**config.mk**
```make
export PLATFORM = sky130hd
export DESIGN_NAME = differential_drive_duty_mixer_flat
export DESIGN_NICKNAME = d
export VERILOG_FILES = /design/src/rtl/core/ddm_pkg.sv /design/src/rtl/core/ddm_ifs.sv /design/src/rtl/core/differential_drive_duty_mixer.sv /design/src/rtl/core/ddm_front.sv /design/src/rtl/core/ddm_queue.sv /design/src/rtl/core/ddm_back.sv /design/src/flat_wrapper.sv
export SDC_FILE = /design/constraint.sdc
export NUM_CORES = 2
export LEC_CHECK = 0
export BUFFER_PORTS_ARGS = -buffer_cell sky130_fd_sc_hd__buf_2
export CAP_MARGIN = 10
export CELL_PAD_IN_SITES_DETAIL_PLACEMENT = 0
export CELL_PAD_IN_SITES_GLOBAL_PLACEMENT = 1
export CORE_MARGIN = 5
export CORE_UTILIZATION = 46
export DETAILED_ROUTE_END_ITERATION = 7
export PLACE_DENSITY = 0.82
export SLEW_MARGIN = 10
export SYNTH_ARGS = -nofsm -noshare
export SYNTH_HDL_FRONTEND = slang
export SYNTH_SLANG_ARGS = --single-unit
export TNS_END_PERCENT = 5
```
**constraint.sdc**
```tcl
create_clock -name clk -period 34.3 [get_ports clk]
set_input_delay 0 -clock clk [delete_from_list [all_inputs] [get_ports clk]]
set_output_delay 0 -clock clk [all_outputs]
set_load 0.01 [all_outputs]
```
**src/rtl/core/ddm_pkg.sv**
```systemverilog
// shared types, constants and helpers of the differential drive duty mixer
`timescale 1ns / 1ps
package ddm_pkg;

  localparam int SPEED_W    = 7;
  localparam int STEER_W    = 8;
  localparam int DUTY_W     = 8;
  localparam int PCT_W      = 7;
  localparam int CFG_IDX_W  = 3;
  localparam int CFG_DATA_W = 7;

  localparam int DUTY_FULL  = 100;
  localparam int DUTY_HALF  = 50;
  localparam int RECIP_100  = 5243;
  localparam int RECIP_SH   = 19;
  localparam int PROD_W     = 14;
  localparam int RECIP_W    = 26;

  // mixed side range -100..200
  localparam int MIX_W      = 9;
  localparam int MAG_W      = 8;

  localparam int QDEPTH     = 2;
  localparam int QAW        = $clog2(QDEPTH);
  localparam int QCW        = $clog2(QDEPTH + 1);

  localparam logic [PCT_W-1:0] MAX_DUTY_RST   = PCT_W'(DUTY_FULL);
  localparam logic [PCT_W-1:0] MIN_DUTY_RST   = '0;
  localparam logic [PCT_W-1:0] STEER_GAIN_RST = PCT_W'(DUTY_FULL);

  typedef enum logic [CFG_IDX_W-1:0] {
    REG_MAX_DUTY,
    REG_MIN_DUTY,
    REG_STEER_GAIN,
    REG_PIVOT_ENABLE,
    REG_FLIP_LEFT,
    REG_FLIP_RIGHT
  } reg_idx_t;

  typedef struct packed {
    logic [PCT_W-1:0] top;
    logic [PCT_W-1:0] floor_duty;
    logic [PCT_W-1:0] span;
    logic [PCT_W-1:0] gain;
    logic             pivot;
    logic             flip_l;
    logic             flip_r;
  } ddm_cfg_t;

  typedef struct packed {
    logic             stop;
    logic             rescale;
    logic             neg_l;
    logic             neg_r;
    logic [MAG_W-1:0] mag_l;
    logic [MAG_W-1:0] mag_r;
    logic [MAG_W-1:0] peak;
  } ddm_cmd_t;

  function automatic logic [MAG_W-1:0] mag_of(logic signed [MIX_W-1:0] v);
    logic signed [MIX_W-1:0] n;
    n = -v;
    return v[MIX_W-1] ? n[MAG_W-1:0] : v[MAG_W-1:0];
  endfunction

endpackage

```
**src/rtl/core/ddm_ifs.sv**
```systemverilog
// request, result and register write channels of the duty mixer
`timescale 1ns / 1ps
interface ddm_in_if;
  import ddm_pkg::*;
  logic                      valid;
  logic                      ready;
  logic [SPEED_W-1:0]        speed;
  logic signed [STEER_W-1:0] steer;
  modport source (output valid, output speed, output steer, input ready);
  modport sink (input valid, input speed, input steer, output ready);
endinterface

interface ddm_out_if;
  import ddm_pkg::*;
  logic                     valid;
  logic                     ready;
  logic signed [DUTY_W-1:0] left_duty;
  logic signed [DUTY_W-1:0] right_duty;
  modport source (output valid, output left_duty, output right_duty, input ready);
  modport sink (input valid, input left_duty, input right_duty, output ready);
endinterface

interface ddm_cfg_if;
  import ddm_pkg::*;
  logic                  valid;
  logic                  ready;
  logic [CFG_IDX_W-1:0]  index;
  logic [CFG_DATA_W-1:0] data;
  modport source (output valid, output index, output data, input ready);
  modport sink (input valid, input index, input data, output ready);
endinterface

```
**src/rtl/core/differential_drive_duty_mixer.sv**
```systemverilog
// top level of the differential drive duty mixer: registers, front, queue, back
//
//   channel   dir  fields                       handshake
//   in_chan   in   speed[6:0], steer[7:0] s     valid / ready
//   out_chan  out  left_duty[7:0] s, right_duty  valid / ready
//   cfg_chan  in   index[2:0], data[6:0]        valid / ready, ready tied high
//
// one request per cycle sustained while the result side is not stalled; a request passes
// through the two-stage turn pipe, the queue slot, the rescale divider and the three
// stages of duty compression
// rst_n clears all valid flags and loads register defaults, no clearing pass
// a stalled result holds the back end; the front keeps going until the queue fills
`timescale 1ns / 1ps
module differential_drive_duty_mixer (
  input  logic       clk,
  input  logic       rst_n,
  ddm_in_if.sink     in_chan,
  ddm_out_if.source  out_chan,
  ddm_cfg_if.sink    cfg_chan
);
  import ddm_pkg::*;

  logic [PCT_W-1:0] max_duty_r;
  logic [PCT_W-1:0] min_duty_r;
  logic [PCT_W-1:0] steer_gain_r;
  logic             pivot_r;
  logic             flip_l_r;
  logic             flip_r_r;

  ddm_cfg_t         cfg;
  logic [PCT_W-1:0] top;

  logic             push_valid;
  logic             push_ready;
  ddm_cmd_t         push_data;
  logic             pop_valid;
  logic             pop_ready;
  ddm_cmd_t         pop_data;

  assign cfg_chan.ready = 1'b1;

  always_ff @(posedge clk) begin
    if (!rst_n) begin
      max_duty_r   <= MAX_DUTY_RST;
      min_duty_r   <= MIN_DUTY_RST;
      steer_gain_r <= STEER_GAIN_RST;
      pivot_r      <= 1'b0;
      flip_l_r     <= 1'b0;
      flip_r_r     <= 1'b0;
    end else if (cfg_chan.valid) begin
      case (reg_idx_t'(cfg_chan.index))
        REG_MAX_DUTY:     max_duty_r   <= cfg_chan.data;
        REG_MIN_DUTY:     min_duty_r   <= cfg_chan.data;
        REG_STEER_GAIN:   steer_gain_r <= cfg_chan.data;
        REG_PIVOT_ENABLE: pivot_r      <= cfg_chan.data[0];
        REG_FLIP_LEFT:    flip_l_r     <= cfg_chan.data[0];
        REG_FLIP_RIGHT:   flip_r_r     <= cfg_chan.data[0];
        default: ;
      endcase
    end
  end

  always_comb begin
    top            = (max_duty_r > PCT_W'(DUTY_FULL)) ? PCT_W'(DUTY_FULL) : max_duty_r;
    cfg.top        = top;
    cfg.floor_duty = (min_duty_r > top) ? top : min_duty_r;
    cfg.span       = top - cfg.floor_duty;
    cfg.gain       = (steer_gain_r > PCT_W'(DUTY_FULL)) ? PCT_W'(DUTY_FULL) : steer_gain_r;
    cfg.pivot      = pivot_r;
    cfg.flip_l     = flip_l_r;
    cfg.flip_r     = flip_r_r;
  end

  ddm_front u_front (
    .clk        (clk),
    .rst_n      (rst_n),
    .cfg        (cfg),
    .in_chan    (in_chan),
    .push_valid (push_valid),
    .push_ready (push_ready),
    .push_data  (push_data)
  );

  ddm_queue u_queue (
    .clk        (clk),
    .rst_n      (rst_n),
    .push_valid (push_valid),
    .push_ready (push_ready),
    .push_data  (push_data),
    .pop_valid  (pop_valid),
    .pop_ready  (pop_ready),
    .pop_data   (pop_data)
  );

  ddm_back u_back (
    .clk       (clk),
    .rst_n     (rst_n),
    .cfg       (cfg),
    .pop_valid (pop_valid),
    .pop_ready (pop_ready),
    .pop_data  (pop_data),
    .out_chan  (out_chan)
  );

endmodule

```
**src/rtl/core/ddm_front.sv**
```systemverilog
// front: request intake, saturation, turn and mixing of both sides
`timescale 1ns / 1ps
module ddm_front (
  input  logic              clk,
  input  logic              rst_n,
  input  ddm_pkg::ddm_cfg_t cfg,
  ddm_in_if.sink            in_chan,
  output logic              push_valid,
  input  logic              push_ready,
  output ddm_pkg::ddm_cmd_t push_data
);
  import ddm_pkg::*;

  logic                      en;
  logic [PCT_W-1:0]          spd_sat;
  logic signed [STEER_W-1:0] str_sat;
  logic signed [STEER_W-1:0] str_neg;
  logic [PCT_W-1:0]          str_mag;

  logic                      f1_vld_r;
  logic                      f1_stop_r;
  logic                      f1_neg_r;
  logic [PCT_W-1:0]          f1_spd_r;
  logic [PROD_W-1:0]         f1_prod_r;

  logic                      f2_vld_r;
  logic                      f2_stop_r;
  logic                      f2_neg_r;
  logic [PCT_W-1:0]          f2_spd_r;
  logic [RECIP_W-1:0]        f2_recip_r;

  logic [PCT_W-1:0]          turn_mag;
  logic signed [MIX_W-1:0]   turn;
  logic signed [MIX_W-1:0]   left;
  logic signed [MIX_W-1:0]   right;
  logic [MAG_W-1:0]          mag_l;
  logic [MAG_W-1:0]          mag_r;
  logic [MAG_W-1:0]          peak;

  assign en            = !f2_vld_r || push_ready;
  assign in_chan.ready = en;

  always_comb begin
    spd_sat = (in_chan.speed > SPEED_W'(DUTY_FULL)) ? PCT_W'(DUTY_FULL) : in_chan.speed;
    if (in_chan.steer > STEER_W'(DUTY_FULL)) begin
      str_sat = STEER_W'(DUTY_FULL);
    end else if (in_chan.steer < -STEER_W'(DUTY_FULL)) begin
      str_sat = -STEER_W'(DUTY_FULL);
    end else begin
      str_sat = in_chan.steer;
    end
    str_neg = -str_sat;
    str_mag = str_sat[STEER_W-1] ? str_neg[PCT_W-1:0] : str_sat[PCT_W-1:0];
  end

  always_ff @(posedge clk) begin
    if (!rst_n) begin
      f1_vld_r <= 1'b0;
      f2_vld_r <= 1'b0;
    end else if (en) begin
      f1_vld_r <= in_chan.valid;
      f2_vld_r <= f1_vld_r;
    end
  end

  always_ff @(posedge clk) begin
    if (en) begin
      f1_stop_r  <= (spd_sat == '0) && !cfg.pivot;
      f1_neg_r   <= str_sat[STEER_W-1];
      f1_spd_r   <= spd_sat;
      f1_prod_r  <= PROD_W'(str_mag) * PROD_W'(cfg.gain);
      f2_stop_r  <= f1_stop_r;
      f2_neg_r   <= f1_neg_r;
      f2_spd_r   <= f1_spd_r;
      f2_recip_r <= RECIP_W'(f1_prod_r + PROD_W'(DUTY_HALF)) * RECIP_W'(RECIP_100);
    end
  end

  always_comb begin
    turn_mag = f2_recip_r[RECIP_SH +: PCT_W];
    turn     = f2_neg_r ? -$signed(MIX_W'(turn_mag)) : $signed(MIX_W'(turn_mag));
    left     = $signed(MIX_W'(f2_spd_r)) + turn;
    right    = $signed(MIX_W'(f2_spd_r)) - turn;
    mag_l    = mag_of(left);
    mag_r    = mag_of(right);
    peak     = (mag_l > mag_r) ? mag_l : mag_r;
  end

  assign push_valid        = f2_vld_r;
  assign push_data.stop    = f2_stop_r;
  assign push_data.rescale = peak > MAG_W'(DUTY_FULL);
  assign push_data.neg_l   = left[MIX_W-1];
  assign push_data.neg_r   = right[MIX_W-1];
  assign push_data.mag_l   = mag_l;
  assign push_data.mag_r   = mag_r;
  assign push_data.peak    = peak;

endmodule

```
**src/rtl/core/ddm_queue.sv**
```systemverilog
// short queue between front and back
`timescale 1ns / 1ps
module ddm_queue (
  input  logic              clk,
  input  logic              rst_n,
  input  logic              push_valid,
  output logic              push_ready,
  input  ddm_pkg::ddm_cmd_t push_data,
  output logic              pop_valid,
  input  logic              pop_ready,
  output ddm_pkg::ddm_cmd_t pop_data
);
  import ddm_pkg::*;

  ddm_cmd_t         mem_r [QDEPTH];
  logic [QAW-1:0]   wr_ptr_r;
  logic [QAW-1:0]   rd_ptr_r;
  logic [QCW-1:0]   count_r;
  logic [QAW-1:0]   wr_ptr_nxt;
  logic [QAW-1:0]   rd_ptr_nxt;
  logic [QCW-1:0]   count_nxt;
  logic             push_fire;
  logic             pop_fire;

  assign push_ready = count_r != QCW'(QDEPTH);
  assign pop_valid  = count_r != '0;
  assign pop_data   = mem_r[rd_ptr_r];
  assign push_fire  = push_valid && push_ready;
  assign pop_fire   = pop_valid && pop_ready;

  always_comb begin
    wr_ptr_nxt = wr_ptr_r;
    rd_ptr_nxt = rd_ptr_r;
    count_nxt  = count_r;
    if (push_fire) begin
      wr_ptr_nxt = (wr_ptr_r == QAW'(QDEPTH - 1)) ? '0 : wr_ptr_r + 1'b1;
    end
    if (pop_fire) begin
      rd_ptr_nxt = (rd_ptr_r == QAW'(QDEPTH - 1)) ? '0 : rd_ptr_r + 1'b1;
    end
    if (push_fire && !pop_fire) begin
      count_nxt = count_r + 1'b1;
    end else if (pop_fire && !push_fire) begin
      count_nxt = count_r - 1'b1;
    end
  end

  always_ff @(posedge clk) begin
    if (!rst_n) begin
      wr_ptr_r <= '0;
      rd_ptr_r <= '0;
      count_r  <= '0;
    end else begin
      wr_ptr_r <= wr_ptr_nxt;
      rd_ptr_r <= rd_ptr_nxt;
      count_r  <= count_nxt;
    end
  end

  always_ff @(posedge clk) begin
    if (push_fire) begin
      mem_r[wr_ptr_r] <= push_data;
    end
  end

  a_count_bound: assert property (@(posedge clk) disable iff (!rst_n)
    count_r <= QCW'(QDEPTH))
    else $error("queue count above depth");

  a_push_grows: assert property (@(posedge clk) disable iff (!rst_n)
    (push_fire && !pop_fire) |=> count_r == $past(count_r) + 1'b1)
    else $error("queue count missed a push");

  a_pop_shrinks: assert property (@(posedge clk) disable iff (!rst_n)
    (pop_fire && !push_fire) |=> count_r == $past(count_r) - 1'b1)
    else $error("queue count missed a pop");

  a_ptr_gap: assert property (@(posedge clk) disable iff (!rst_n)
    (count_r == '0 || count_r == QCW'(QDEPTH)) |-> wr_ptr_r == rd_ptr_r)
    else $error("queue pointers disagree with count");

endmodule

```
**src/rtl/core/ddm_back.sv**
```systemverilog
// back: peak rescale divider, duty compression, flips and result register
`timescale 1ns / 1ps
module ddm_back (
  input  logic              clk,
  input  logic              rst_n,
  input  ddm_pkg::ddm_cfg_t cfg,
  input  logic              pop_valid,
  output logic              pop_ready,
  input  ddm_pkg::ddm_cmd_t pop_data,
  ddm_out_if.source         out_chan
);
  import ddm_pkg::*;

  localparam int NUM_W = 15;
  localparam int QBITS = 7;

  typedef struct packed {
    logic             stop;
    logic             rescale;
    logic             neg_l;
    logic             neg_r;
    logic [MAG_W-1:0] mag_l;
    logic [MAG_W-1:0] mag_r;
    logic [MAG_W-1:0] peak;
    logic [NUM_W-1:0] rem_l;
    logic [NUM_W-1:0] rem_r;
    logic [QBITS-1:0] q_l;
    logic [QBITS-1:0] q_r;
  } div_t;

  function automatic div_t div_step(div_t s, logic [2:0] b);
    div_t             r;
    logic [NUM_W-1:0] d;
    r = s;
    d = NUM_W'(s.peak) << b;
    if (s.rem_l >= d) begin
      r.rem_l  = s.rem_l - d;
      r.q_l[b] = 1'b1;
    end
    if (s.rem_r >= d) begin
      r.rem_r  = s.rem_r - d;
      r.q_r[b] = 1'b1;
    end
    return r;
  endfunction

  logic               en;
  div_t               dv_r [QBITS+1];
  logic [QBITS:0]     dv_vld_r;
  div_t               dv_in;
  div_t               dv_nxt [QBITS];

  logic [PCT_W-1:0]   m_l;
  logic [PCT_W-1:0]   m_r;
  logic               ms_vld_r;
  logic               ms_neg_l_r;
  logic               ms_neg_r_r;
  logic               ms_zero_l_r;
  logic               ms_zero_r_r;
  logic [PROD_W-1:0]  ms_prod_l_r;
  logic [PROD_W-1:0]  ms_prod_r_r;

  logic               rs_vld_r;
  logic               rs_neg_l_r;
  logic               rs_neg_r_r;
  logic               rs_zero_l_r;
  logic               rs_zero_r_r;
  logic [RECIP_W-1:0] rs_recip_l_r;
  logic [RECIP_W-1:0] rs_recip_r_r;

  logic [PCT_W-1:0]   d_l;
  logic [PCT_W-1:0]   d_r;
  logic signed [DUTY_W-1:0] duty_l;
  logic signed [DUTY_W-1:0] duty_r;

  logic               out_vld_r;
  logic signed [DUTY_W-1:0] out_l_r;
  logic signed [DUTY_W-1:0] out_r_r;

  assign en        = !out_vld_r || out_chan.ready;
  assign pop_ready = en;

  always_comb begin
    dv_in.stop    = pop_data.stop;
    dv_in.rescale = pop_data.rescale;
    dv_in.neg_l   = pop_data.neg_l;
    dv_in.neg_r   = pop_data.neg_r;
    dv_in.mag_l   = pop_data.mag_l;
    dv_in.mag_r   = pop_data.mag_r;
    dv_in.peak    = pop_data.peak;
    dv_in.rem_l   = NUM_W'(pop_data.mag_l) * NUM_W'(DUTY_FULL) + NUM_W'(pop_data.peak[MAG_W-1:1]);
    dv_in.rem_r   = NUM_W'(pop_data.mag_r) * NUM_W'(DUTY_FULL) + NUM_W'(pop_data.peak[MAG_W-1:1]);
    dv_in.q_l     = '0;
    dv_in.q_r     = '0;
    for (int k = 0; k < QBITS; k++) begin
      dv_nxt[k] = div_step(dv_r[k], 3'(QBITS - 1 - k));
    end
  end

  always_comb begin
    m_l = dv_r[QBITS].rescale ? dv_r[QBITS].q_l : dv_r[QBITS].mag_l[PCT_W-1:0];
    m_r = dv_r[QBITS].rescale ? dv_r[QBITS].q_r : dv_r[QBITS].mag_r[PCT_W-1:0];
  end

  always_comb begin
    d_l    = cfg.floor_duty + rs_recip_l_r[RECIP_SH +: PCT_W];
    d_r    = cfg.floor_duty + rs_recip_r_r[RECIP_SH +: PCT_W];
    duty_l = (rs_neg_l_r ^ cfg.flip_l) ? -$signed(DUTY_W'(d_l)) : $signed(DUTY_W'(d_l));
    duty_r = (rs_neg_r_r ^ cfg.flip_r) ? -$signed(DUTY_W'(d_r)) : $signed(DUTY_W'(d_r));
    if (rs_zero_l_r) begin
      duty_l = '0;
    end
    if (rs_zero_r_r) begin
      duty_r = '0;
    end
  end

  always_ff @(posedge clk) begin
    if (!rst_n) begin
      dv_vld_r  <= '0;
      ms_vld_r  <= 1'b0;
      rs_vld_r  <= 1'b0;
      out_vld_r <= 1'b0;
    end else if (en) begin
      dv_vld_r  <= {dv_vld_r[QBITS-1:0], pop_valid};
      ms_vld_r  <= dv_vld_r[QBITS];
      rs_vld_r  <= ms_vld_r;
      out_vld_r <= rs_vld_r;
    end
  end

  always_ff @(posedge clk) begin
    if (en) begin
      dv_r[0] <= dv_in;
      for (int k = 0; k < QBITS; k++) begin
        dv_r[k+1] <= dv_nxt[k];
      end
      ms_neg_l_r   <= dv_r[QBITS].neg_l;
      ms_neg_r_r   <= dv_r[QBITS].neg_r;
      ms_zero_l_r  <= dv_r[QBITS].stop || (m_l == '0);
      ms_zero_r_r  <= dv_r[QBITS].stop || (m_r == '0);
      ms_prod_l_r  <= PROD_W'(m_l) * PROD_W'(cfg.span);
      ms_prod_r_r  <= PROD_W'(m_r) * PROD_W'(cfg.span);
      rs_neg_l_r   <= ms_neg_l_r;
      rs_neg_r_r   <= ms_neg_r_r;
      rs_zero_l_r  <= ms_zero_l_r;
      rs_zero_r_r  <= ms_zero_r_r;
      rs_recip_l_r <= RECIP_W'(ms_prod_l_r + PROD_W'(DUTY_HALF)) * RECIP_W'(RECIP_100);
      rs_recip_r_r <= RECIP_W'(ms_prod_r_r + PROD_W'(DUTY_HALF)) * RECIP_W'(RECIP_100);
      out_l_r      <= duty_l;
      out_r_r      <= duty_r;
    end
  end

  assign out_chan.valid      = out_vld_r;
  assign out_chan.left_duty  = out_l_r;
  assign out_chan.right_duty = out_r_r;

endmodule

```
**src/flat_wrapper.sv**
```systemverilog
// flat-port wrapper written by rule: the top's interface ports become plain ports
module differential_drive_duty_mixer_flat import ddm_pkg::*;
  (clk, rst_n, in_chan_valid, in_chan_speed, in_chan_steer, in_chan_ready, out_chan_valid, out_chan_left_duty, out_chan_right_duty, out_chan_ready, cfg_chan_valid, cfg_chan_index, cfg_chan_data, cfg_chan_ready);
  ddm_in_if in_chan_i ();
  ddm_out_if out_chan_i ();
  ddm_cfg_if cfg_chan_i ();
  input  logic clk;
  input  logic rst_n;
  input wire logic [$bits(in_chan_i.valid)-1:0] in_chan_valid;
  input wire logic [$bits(in_chan_i.speed)-1:0] in_chan_speed;
  input wire logic [$bits(in_chan_i.steer)-1:0] in_chan_steer;
  output wire logic [$bits(in_chan_i.ready)-1:0] in_chan_ready;
  output wire logic [$bits(out_chan_i.valid)-1:0] out_chan_valid;
  output wire logic [$bits(out_chan_i.left_duty)-1:0] out_chan_left_duty;
  output wire logic [$bits(out_chan_i.right_duty)-1:0] out_chan_right_duty;
  input wire logic [$bits(out_chan_i.ready)-1:0] out_chan_ready;
  input wire logic [$bits(cfg_chan_i.valid)-1:0] cfg_chan_valid;
  input wire logic [$bits(cfg_chan_i.index)-1:0] cfg_chan_index;
  input wire logic [$bits(cfg_chan_i.data)-1:0] cfg_chan_data;
  output wire logic [$bits(cfg_chan_i.ready)-1:0] cfg_chan_ready;
  assign in_chan_i.valid = in_chan_valid;
  assign in_chan_i.speed = in_chan_speed;
  assign in_chan_i.steer = in_chan_steer;
  assign in_chan_ready = in_chan_i.ready;
  assign out_chan_valid = out_chan_i.valid;
  assign out_chan_left_duty = out_chan_i.left_duty;
  assign out_chan_right_duty = out_chan_i.right_duty;
  assign out_chan_i.ready = out_chan_ready;
  assign cfg_chan_i.valid = cfg_chan_valid;
  assign cfg_chan_i.index = cfg_chan_index;
  assign cfg_chan_i.data = cfg_chan_data;
  assign cfg_chan_ready = cfg_chan_i.ready;
  differential_drive_duty_mixer u_core (.clk(clk), .rst_n(rst_n), .in_chan(in_chan_i), .out_chan(out_chan_i), .cfg_chan(cfg_chan_i));
endmodule
```
; ---- Word-level counts from Yosys, hierarchy flattened
; Memory sizes are Yosys's and may differ from the RTL's. A register that Yosys moved wholly into a read port is not among the register bits.
; Index checks and enable logic that the tools add are counted.
; W data, S select, Z words.
[word_totals]
reg_bits = 203
elab_cells = 196
ram_bits = 632
out_inout_bits = 19
in_bits = 30
n_memories = 2
[classes]
addsub = 34
bitwise = 4
n_lt_le_gt_ge = 22
mul = 8
eq_ne = 6
reduce_logical = 28
muxes = 53
[mem_list]
columns = memory, depth, word_bits, read_ports, rd_ports_with_merged_regs, wr, line
row1 = u_core.u_back.dv_r, 8, 72, 8, 0, 8, ddm_back.sv:48  ; div_t dv_r [QBITS+1];
row2 = u_core.u_queue.mem_r, 2, 28, 1, 1, 1, ddm_queue.sv:15  ; ddm_cmd_t mem_r [QDEPTH];
[op_table]
columns = op, n
row1 = $mux W15, 14
row2 = $mul A15 B13 Y26 const B, 3
row3 = $mux W7, 9
row4 = $add A14 B6 Y15 const B, 3
row5 = $mul A7 B7 Y14, 3
row6 = $mux W8, 5
row7 = $add A15 B7 Y15, 2
row8 = $ge A15 B10 Y1, 2
row9 = $ge A15 B11 Y1, 2
row10 = $ge A15 B12 Y1, 2
row11 = $ge A15 B13 Y1, 2
row12 = $ge A15 B14 Y1, 2
row13 = $ge A15 B8 Y1, 2
row14 = $ge A15 B9 Y1, 2
row15 = $sub A15 B10 Y15, 2
row16 = $sub A15 B11 Y15, 2
row17 = $sub A15 B12 Y15, 2
row18 = $sub A15 B13 Y15, 2
row19 = $sub A15 B14 Y15, 2
row20 = $sub A15 B8 Y15, 2
row21 = $sub A15 B9 Y15, 2
row22 = $mul A8 B5 Y13 const B, 2
row23 = $mux W1, 22
row24 = $gt A7 B7 Y1 const B, 3
row25 = 32 further kinds, 61

; ---- Depth between registers and ports, before layout
[logic_depth]
ltp_word = 8
depth_mapped = 40

; ---- Cells and area by module
; From an unflattened synthesis, not the netlist that was laid out.
[unflattened]
hier_cells = 4160
area_unflattened_um2 = 47525.6
[modules_own_cells]
columns = mod, seq_area_each_um2, instances, area_per_inst_um2, cells_per_inst
row1 = ddm_back, 15414.8, 1, 35439.0, 3013
row2 = ddm_front, 1211.2, 1, 8124.0, 832
row3 = ddm_queue, 1781.7, 1, 2259.7, 111
row4 = differential_drive_duty_mixer, 480.5, 1, 1702.9, 204

; ---- Worst setup path after synthesis
; No wires, ideal clock.
[synth_timing]
path_type = reg2reg
startpoint = reg u_core.u_back.out_vld_r, in the netlist u_core.u_back.out_chan.valid
endpoint = mem u_core.u_back.dv_r[0][100] in the netlist's numbering (enable)
setup_slack_ps = 19404
t_required_ps = 33256
n_path_buf = 1
arrival_ps = 13852
period_less_slack_ps = 14896
path_stages_with_launch = 4
cell_sequence = dfxtp_1 nor2b_1 inv_1 clkbuf_1
[synth_rtl]
columns = item, line
row1 = "start, declared", ddm_back.sv:76  ; logic out_vld_r;
row2 = "start signal, assigned", ddm_back.sv:128  ; out_vld_r <= rs_vld_r;
row3 = "end, declared", ddm_back.sv:48

; ---- Final worst setup path
[layout_timing]
startpoint = reg u_core.max_duty_r[0]
endpoint = reg u_core.u_back.ms_prod_r_r[13] (data pin)
[layout_between]
elab_chain_len = 6
[layout_lines]
columns = item, line
row1 = "start, declared", differential_drive_duty_mixer.sv:23  ; logic [PCT_W-1:0] max_duty_r;
row2 = "start signal, assigned", differential_drive_duty_mixer.sv:52  ; REG_MAX_DUTY: max_duty_r <= cfg_chan.data;
row3 = $gt A7 B7 Y1, differential_drive_duty_mixer.sv:64  ; top = (max_duty_r > PCT_W'(DUTY_FULL)) ? PCT_W'(DUTY_FULL) : max_duty_r;
row4 = $mux W7 (*), differential_drive_duty_mixer.sv:64
row5 = $gt A7 B7 Y1, differential_drive_duty_mixer.sv:66  ; cfg.floor_duty = (min_duty_r > top) ? top : min_duty_r;
row6 = $mux W7, differential_drive_duty_mixer.sv:66
row7 = $sub A7 B7 Y7 (*), differential_drive_duty_mixer.sv:67  ; cfg.span = top - cfg.floor_duty;
row8 = $mul A7 B7 Y14 (*), ddm_back.sv:143  ; ms_prod_r_r <= PROD_W'(m_r) * PROD_W'(cfg.span);
row9 = "end signal, assigned", ddm_back.sv:143
row10 = "end, declared", ddm_back.sv:61  ; logic [PROD_W-1:0] ms_prod_r_r;
; Mark *: on every way between the ends. The rest lies on a longest branch, timed or not.
; A chain may end at the register's enable or synchronous reset.

==> flow_metrics.env <==
export IMPL_outcome="complete, no violations"
export IMPL_grt_use_met2=0.284
export IMPL_cts_buffers=67
export IMPL_synth_edff_count=577
export IMPL_grt_ovfl_total=0
export IMPL_drive_above_1_share=0.0655
export IMPL_vias_per_cell=5.00
export IMPL_ios=49
export IMPL_ys_warn_count=0
export IMPL_cts_htree_levels=3
export IMPL_cts_sinks=619
export IMPL_drt_total_wl_um=82100
export IMPL_finalCritPeriodShare=0.240
export IMPL_area_growth_pct=9.65
export IMPL_endpoint_kind="flop"
export IMPL_grt_usage=0.158
export IMPL_io_buffers=47
export IMPL_setup_viol=0
export IMPL_dpl_hpwl_um=65000
export IMPL_grt_first_pass_wirelength_um=140000
export IMPL_grtUsageMet1=0.198
export IMPL_setup_tns_final_ps=0
export IMPL_die_h_um=326
export IMPL_rsz0062_at_grt="no"
export IMPL_cp_slowest_cell="fa_1"
export IMPL_syn_avg_cell_area_um2=11.2
export IMPL_cts_tree="yes"
export IMPL_hold_class="in2reg"
export IMPL_crit_required_ps=34670
export IMPL_first_iter_violations=1221
export IMPL_ant_nets=0
export IMPL_place_gp_congestion=0.852
export IMPL_die_x_um=326
export IMPL_synth_seq_area_share=0.396
export IMPL_timing_fmax_mhz=121
export IMPL_nNetsFinal=5148
export IMPL_grt_antenna_before_repair=0
export IMPL_max_slew_margin=0.323
export IMPL_async_reset_ff_frac=0
export IMPL_fin_worst_skew_ps=40.1
export IMPL_cpPeakStageDelay_ps=540
export IMPL_ys_ff_latch=619
export IMPL_drc_errors=0
export IMPL_initial_core_util=0.464
export IMPL_grt_max_degree=207
export IMPL_worstPathMaxFanout=14
export IMPL_critPathArrivalTime_ps=8610
export IMPL_core_um2=98700
export IMPL_synthCells=4086
export IMPL_grt_pass1_vias=29100
export IMPL_wl_per_cell_um=14.8
export IMPL_vias=27700
export IMPL_grt_busiest_layer="met2"
export IMPL_maxSlewViolCount=0
export IMPL_post_cts_setup_buffers=0
export IMPL_ys_types=86
export IMPL_cap_violations=0
export IMPL_drtPass1Iterations=5
export IMPL_finalHoldViolations=0
export IMPL_critPathKind="reg2reg"
export IMPL_clk_latency_ps=620
export IMPL_clock_path_buffers=3
export IMPL_diodes=0
export IMPL_cp_start_kind="flop"
export IMPL_syn_area_um2=45800
export IMPL_rows=115
export IMPL_syn_num_nets=5025
export IMPL_use_met3=0.0199
export IMPL_die_area_um2=106000
export IMPL_period_minus_slack_ps=8240
export IMPL_clk_pin_slew_ps=60
export IMPL_synth_main_ff_cell="edfxtp_1"
export IMPL_clock_root_buffer="clkbuf_16"
export IMPL_worst_pin_slew_ps=1010
-- metrics by stage --
stage          setup WS (ps)  std cells  instance area [µm²]  hold WS [ps]  utilization
3_3_place_gp           26040       5389                47700           205        0.483
4_1_cts                26040       5548                50200          95.7        0.509
6_report               26060       5549                50300           152        0.509
3_5_place_dp           26040       5389                47700           208        0.483
2_1_floorplan          19400       4086                45800           124            -
5_1_grt                25340       5549                50300           135        0.509
-- cell families after synthesis --
family	count (synthesis)	synth area share
compound gates	545	0.0752
xor+xnor	277	0.0529
fa+ha+maj	909	0.296
buf+inv	755	0.0625
flops	619	0.396
mux	95	0.0223
other cells	1	0.0000818
simple gates	885	0.0941
-- metal layers --
layer | share of wire | vias up | routed length [µm]
met3 | 0.027 | 135 | 2200
met1 | 0.44 | 13200 | 36500
li1 | - | 14100 | -
met5 | 0 | - | 0
met2 | 0.50 | 296 | 40900
met4 | 0.031 | 0 | 2550
-- final timing paths --
kind,start,endpoint,slack [ps],cells past startpoint
max reg2reg,u_core.max_duty_r[0]$_SDFFE_PN0P_,u_core.u_back.ms_prod_r_r[13]$_DFFE_PN_,26060,36
min,in_chan_speed[5],u_core.u_front.f1_spd_r[5]$_DFFE_PP_,150,2
max,u_core.max_duty_r[0]$_SDFFE_PN0P_,u_core.u_back.ms_prod_r_r[13]$_DFFE_PN_,26060,36
min reg2reg,u_core.u_back.dv_r[1][285]$_DFFE_PN_,u_core.u_back.ms_neg_l_r$_DFFE_PN_,390,0
-- cell type report --
type	instances	area, µm²
clock buffer	87	1830
multi-input combinational	2712	24800
fill	8642	48500
inverter	702	2640
tap	1287	1610
sequential	619	18200
timing repair buffer	107	791
clock inverter	35	390
-- synthesized netlist by cell type (all sizes together), types with 14 or more instances --
master | count | area share
ha | 614 | 0.17
a21o | 47 | 0.0077
nor3 | 32 | 0.0035
a21boi | 50 | 0.0082
nor2 | 305 | 0.025
mux2i | 48 | 0.011
nand3 | 53 | 0.0058
or2 | 35 | 0.0048
edfxtp | 577 | 0.38
xnor2 | 188 | 0.036
nand2b | 34 | 0.0049
and3 | 22 | 0.0030
or3 | 14 | 0.0020
dfxtp | 42 | 0.018
nand2 | 195 | 0.016
and2 | 19 | 0.0026
o21ai | 130 | 0.014
a21oi | 165 | 0.018
o21bai | 36 | 0.0059
o21a | 30 | 0.0049
xor2 | 89 | 0.017
inv | 702 | 0.057
mux2 | 47 | 0.012
fa | 295 | 0.13
nor2b | 76 | 0.010
nand4 | 36 | 0.0049
clkbuf | 48 | 0.0044
nor4 | 22 | 0.0030
-- worst max-delay path: cells and delay by family (launching register included) --
kind / cells / cell delay (ps)
XOR/XNOR: 2 / 270
flip-flops: 1 / 320
buffers and inverters: 5 / 440
AO/OA/AOI/OAI: 13 / 2320
AND/OR/NAND/NOR: 8 / 1160
adder cells (fa/ha/maj): 8 / 3480
-- flip-flops by register name, indices dropped and copies added (netlist names), 8 cells and up, named ones only --
name / count
u_core.u_back.dv_r: 420
u_core.u_front.f1_prod_r: 14
u_core.u_back.out_chan.left_duty: 8
u_core.u_back.ms_prod_r_r: 14
u_core.u_queue.mem_r: 52
u_core.u_back.ms_prod_l_r: 14
u_core.u_back.dv_vld_r: 8
u_core.u_back.out_chan.right_duty: 8
-- cell usage in the layout, fill, tap and decap left out, drive strengths merged, types with 36 or more instances in the layout --
master,count
inv,709
ha,614
edfxtp,577
nor2,305
fa,295
nand2,195
xnor2,188
a21oi,165
o21ai,130
xor2,89
clkbuf,87
nor2b,76
buf,70
nand3,53
a21boi,50
mux2i,48
a21o,47
mux2,47
dfxtp,42
dlygate4sd3,37
nand4,36
o21bai,36
-- repair_timing --
item	in CTS	in global routing
gates resized for setup	0	0
hold buffers	37	0
hold endpoints to repair	52	0
endpoints found under the setup margin	0	0
Power is not shown: default switching activity piles up to over one toggle a cycle in this logic, so the estimate is an artifact.
